[src/hw/rtl/assert_macros.svh]
// Assertion helpers shared by the RTL.
`ifndef ASSERT_MACROS_SVH
`define ASSERT_MACROS_SVH
`ifndef NO_ASSERTIONS
// Checked on rising clk, suspended while rst is high.
`define PIP_ASSERT(lbl, clk_s, rst_s, prop) \
  lbl: assert property (@(posedge clk_s) disable iff (rst_s) prop) \
    else $error("assertion failed");
// Checked on every rising clk, reset included.
`define PIP_ASSERT_ALL(lbl, clk_s, prop) \
  lbl: assert property (@(posedge clk_s) prop) else $error("assertion failed");
`else
`define PIP_ASSERT(lbl, clk_s, rst_s, prop)
`define PIP_ASSERT_ALL(lbl, clk_s, prop)
`endif
`endif

[src/hw/rtl/pip_pkg.sv]
package pip_pkg;

  localparam int MAX_EDGES  = 8;
  localparam int COORD_BITS = 24;
  localparam int NORM_BITS  = 13;

  localparam int EIDX_W = (MAX_EDGES > 1) ? $clog2(MAX_EDGES) : 1;
  localparam int ECNT_W = $clog2(MAX_EDGES + 1);

  localparam int SLOT_W = 3;
  localparam int ECFG_W = 4;
  localparam int NRM_W  = 18;
  localparam int COS_W  = 17;
  localparam int CFG_W  = 18;
  localparam int CIDX_W = 3;

  localparam int DIFF_W  = COORD_BITS + 1;
  localparam int CROSS_W = 2 * COORD_BITS + 2;
  localparam int MAG_W   = 2 * COORD_BITS + 1;
  localparam int CV_W    = NORM_BITS + 1;
  localparam int DOT_W   = CV_W + NRM_W + 1;
  localparam int CSQ_W   = 2 * NORM_BITS + 2;
  localparam int MUL_W   = (DIFF_W > DOT_W) ? DIFF_W : DOT_W;
  localparam int PROD_W  = 2 * MUL_W;
  localparam int CMP_W   = 2 * (DOT_W - 1);

  localparam int LIM_SHIFT    = 16;
  localparam int COARSE_SHIFT = 8;

  localparam int STEP_W     = 3;
  localparam int LAST_MSTEP = 6;

  localparam logic [CIDX_W-1:0] REG_EDGE_COUNT = CIDX_W'(0);
  localparam logic [CIDX_W-1:0] REG_NORMAL_X   = CIDX_W'(1);
  localparam logic [CIDX_W-1:0] REG_NORMAL_Y   = CIDX_W'(2);
  localparam logic [CIDX_W-1:0] REG_NORMAL_Z   = CIDX_W'(3);
  localparam logic [CIDX_W-1:0] REG_COS_SQ     = CIDX_W'(4);

  localparam logic FUNC_LOAD = 1'b0;
  localparam logic FUNC_TEST = 1'b1;

  localparam logic [ECFG_W-1:0]       EDGE_COUNT_RST = ECFG_W'(5);
  localparam logic signed [NRM_W-1:0] NORMAL_XY_RST  = NRM_W'(0);
  localparam logic signed [NRM_W-1:0] NORMAL_Z_RST   = NRM_W'(65536);
  localparam logic [COS_W-1:0]        COS_SQ_RST     = COS_W'(63560);

endpackage

[src/hw/rtl/pip_mul.sv]
// Shared signed multiplier, product registered.
module pip_mul import pip_pkg::*; (
  input  logic                     clk,
  input  logic signed [MUL_W-1:0]  a,
  input  logic signed [MUL_W-1:0]  b,
  output logic signed [PROD_W-1:0] prod
);

  always_ff @(posedge clk) begin
    prod <= a * b;
  end

endmodule

[config.mk]
export PLATFORM = sky130hd
export DESIGN_NAME = pip_mul
export DESIGN_NICKNAME = d
export VERILOG_FILES = /design/src/hw/rtl/assert_macros.svh /design/src/hw/rtl/pip_pkg.sv /design/src/hw/rtl/pip_mul.sv
export SDC_FILE = /design/constraint.sdc
export NUM_CORES = 2
export LEC_CHECK = 0
export BUFFER_PORTS_ARGS = -buffer_cell sky130_fd_sc_hd__buf_2
export CELL_PAD_IN_SITES_DETAIL_PLACEMENT = 0
export CELL_PAD_IN_SITES_GLOBAL_PLACEMENT = 1
export CORE_MARGIN = 5
export CORE_UTILIZATION = 34
export DETAILED_ROUTE_END_ITERATION = 10
export PLACE_DENSITY = 0.66
export SYNTH_ARGS = -nofsm -noshare
export SYNTH_HDL_FRONTEND = slang
export SYNTH_SLANG_ARGS = --single-unit
[constraint.sdc]
create_clock -name clk -period 8.8 [get_ports clk]
set_clock_uncertainty 0.15 [all_clocks]
set_input_delay 0.44 -clock clk [delete_from_list [all_inputs] [get_ports clk]]
set_output_delay 0.44 -clock clk [all_outputs]
set_load 0.05 [all_outputs]
; ---- Word level (Yosys, flattened, before mapping)
; Cells that the tools add are included.
; Widths: inputs -> output; s select.
[totals]
inputBits = 67
out_inout_bits = 66
regBits = 66
[classes]
n_mul = 1
[op_table]
columns = cell, n
row1 = $mul 33x33->66, 1

; ---- Longest topological paths before layout
[depth]
depth_word = 1
depth_mapped = 27
mapped_depth_nobuf = 26

; ---- Worst setup path after synthesis
; OpenSTA, ideal clock, no wires.
[synth_timing]
kind = in2reg
from = input a[32]
to = register prod[62]
arrival_time_ps = 7597
setup_time_ps = 79
n_path_buf = 2
cell_stages = 23
setup_slack_ps = 974
path_cell_list = clkbuf_1 -> nand2_1 -> inv_1 -> fa_1 -> fa_1 -> fa_1 -> fa_1 -> fa_1 -> fa_1 -> fa_1 -> inv_1 -> fa_1 -> inv_1 -> ha_1 -> clkbuf_1 -> and3_1 -> nand3_1 -> nand2b_1 -> a2111oi_4 -> a211oi_4 -> a21o_2 -> a21o_1 -> a211oi_2
[synth_via]
elab_chain_len = 1
[synth_rtl]
columns = item, line_no
row1 = from (decl), pip_mul.sv:4  ; input logic signed [MUL_W-1:0] a,
row2 = $mul 33x33->66, pip_mul.sv:10  ; prod <= a * b;
row3 = to (signal assigned), pip_mul.sv:10
row4 = to (decl), pip_mul.sv:6  ; output logic signed [PROD_W-1:0] prod
; No other way between the ends.

; ---- Worst setup path after layout
[layout_timing]
from = input b[18]
to = register prod[58]
[layout_via]
elab_chain_len = 1
[layout_rtl]
columns = item, line_no
row1 = from (decl), pip_mul.sv:5  ; input logic signed [MUL_W-1:0] b,
row2 = $mul 33x33->66, pip_mul.sv:10
; No other way between the ends.

==> metrics.txt <==
Final Hold Vio Count=0; # port buffers=roughly 130; CP max FO=23; Compound-Gate Fraction of Synth Area=0.04067; Synth area leader=fa_1; Hold/Removal Path Class=in -> reg; Synth Register Bits=66; total grt overflow=0; Fillers=around 12,000; Post-Syn Instances=~4,300; largest registers=prod: 66 flops; top cells by area, synth=fa_1 56%, inv_1 10%, and2_1 8.6%, ha_1 6.7%, nand2_1 5.1%; worst setup path category=in -> reg; Layout Area Growth over Synthesis=7.452%; RSZ-0062 raised after global routing=false; via count=28,068; DRT iter0 DRCs=between 1,000 and 1,500; number of global-route vias before repair=roughly 32,000; fin crit period=~8100 ps; Req. time, crit path=between 8000 and 9000 ps; Yosys cell types=80; WL final=between 100,000 and 150,000 um; hold depth=3; Top-Level Pins=about 130; hold_buf cts=0; Die Width=roughly 360 um; root buffer cell=clkbuf_16; vias per cell=4.683; Seq/Total Area, Yosys=0.03244; gpl congestion=between 0.8 and 0.9; Ys Warns=0; Core Rows=around 130; Fin Setup TNS=0 ps; initial antenna violation count=10; first-pass GRT wire length=around 180,000 um; syn_area_per_cell=approximately 9.4 um^2; syn_nets=around 5,800; period utilisation layout=0.9167; largest family of logic cells by synthesized area=adder cells; drt first pass iters=8; initial core utilization=0.3409; max-slew violation count=0; die area=around 130,000 um^2; CTS Sinks=66; asr flop ratio synth=0; cts repair resizes=0; Max Buffers Root-to-Sink=2; Inserted Clock Buffers=9; mux cell area share after synthesis=0; endpoint kind of the worst setup timing path=register; htree depth=3; WL per Instance=between 15 and 20 um; max reg flops=66; Post-Synthesis Cell Area=40,730 um^2; CP Launch Type=primary input; fin nets=5,802; Slew Limit Headroom=0.2479; # Post-CTS Setup Buffers=0; gr usage total=0.1877; DPL Wire Length=slightly below 100,000 um; Synth top area share=0.5627; Final ANT Viol Nets=0; status=complete, no violations; number of synthesized flops with an enable pin=0; clock slew at reported path FFs=~70 ps; CP arrival=8220 ps; Post-Synth Adder-Cell Area=0.6294; proportion of layout cells with a drive suffix above 1=0.06807; Core ar.=between 100,000 and 150,000 um^2; Max-Cap Viols=0; die extent in y=roughly 360 um; Synth Area in Simple Gates=0.1578; CTS tree=done; worst-margin pin slew=approximately 1100 ps; # DRC=0; ys flop type=dfxtp_1; post-synthesis xor/xnor area fraction=0.01462; largest net degree at the start of global routing=34; Final setup viols=0; Largest Register=prod; fmax=0.1240 GHz
cell usage after synthesis, types with 3 or more instances:
master and number:
and3_1 5, ha_1 217, a211o_1 6, a31oi_1 8, nand3_1 25, o21ai_1 6
xnor2_1 43, o21ai_0 25, o21bai_1 11, a211oi_1 7, or2_2 3, nand4_1 11
fa_1 1145, nand2_1 551, and4_1 5, a21oi_1 57, and2_1 562, nor2b_1 5
inv_1 1131, buf_2 11, o31ai_4 3, a211oi_2 3, o21a_1 6, nand2b_1 12
a21oi_2 3, xor2_1 25, dfxtp_1 66, o211ai_1 4, or3_1 3, a21o_1 36
clkbuf_1 208, nor3_1 7, nor2_1 68
path summary, 6_finish.rpt:
kind	slack (ps)	start	end
max	730	b[18]	prod[58]
min	500	a[0]	prod[0]
layout by cell type, fill, tap and decap left out, types with 4 or more instances in the layout:
cell type,synthesis,final
nor2b_1,5,5
nand3_1,25,25
nand4_1,11,11
a21o_1,36,36
inv_1,1131,1131
and2_1,562,562
clkbuf_16,0,9
and3_1,5,5
o21a_1,6,6
xor2_1,25,25
o211ai_1,4,4
nor2_1,68,68
nand2b_1,12,12
nor3_1,7,7
o21ai_0,25,25
and4_1,5,5
ha_1,217,217
buf_2,11,132
a21oi_1,57,57
diode_2,0,4
o21bai_1,11,11
fa_1,1145,1145
a211o_1,6,6
dfxtp_1,66,66
a31oi_1,8,8
buf_4,0,111
nand2_1,551,551
o21ai_1,6,6
xnor2_1,43,43
a211oi_1,7,7
cell type report:
cell class,count,area (um^2),share of cell area
inverters,1131,4245,0.09699
repair buffers,245,1534,0.03505
flip-flops and latches,66,1321,0.03019
diodes,4,10.01,0.0002287
well taps,1612,2017,0.04608
multi-input cells,2920,34320,0.7840
clock buffers,9,225.2,0.005146
clock inverters,7,100.1,0.002287
stage by stage:
step | std cells | cell area [um^2] | util | worst slack, ps | hold WS [ps]
6_report | 5994 | 43770 | 0.3663 | 732.9 | 503.7
5_1_grt | 5990 | 43760 | 0.3662 | 404.6 | 487.8
2_1_floorplan | 4338 | 40730 | - | 973.6 | 417.3
3_3_place_gp | 5974 | 43430 | 0.3635 | 305.5 | 760.2
3_5_place_dp | 5974 | 43430 | 0.3635 | 236.1 | 758.4
4_1_cts | 5990 | 43760 | 0.3662 | 703.2 | 468.6
layer usage:
metal | vias up | GRT usage | part of all wire
met5 | - | 0 | 0.00024
met3 | 144 | 0.02341 | 0.039
li1 | 12404 | - | -
met4 | 4 | 0.05166 | 0.029
met1 | 15028 | 0.2370 | 0.41
met2 | 488 | 0.3395 | 0.53
cell families (layout without fill, tap and decap cells):
logic type      count (synthesis)  in the layout
fa+ha+maj                    1362           1362
compound gates                219            219
simple gates                 1271           1271
flops                          66             66
buf+inv                      1352           1392
other cells                     0              4
xor+xnor                       68             68
worst max-delay path, cell delays in order:
cell and delay, ps:
buf_2 460, buf_4 310, nand2_1 100, fa_1 540, fa_1 550, inv_1 50
fa_1 480, fa_1 540, fa_1 580, fa_1 450, fa_1 490, inv_1 50
fa_1 510, inv_1 50, ha_1 370, a21oi_1 370, o211ai_1 230, a22oi_1 500
nor2_1 160, a211oi_4 260, buf_4 210, a21oi_2 120, nor4b_2 270, a311oi_1 80
Power is left out: the tool's default activity adds up to more than one toggle a clock period on the data nets, which glitch-free logic cannot reach.
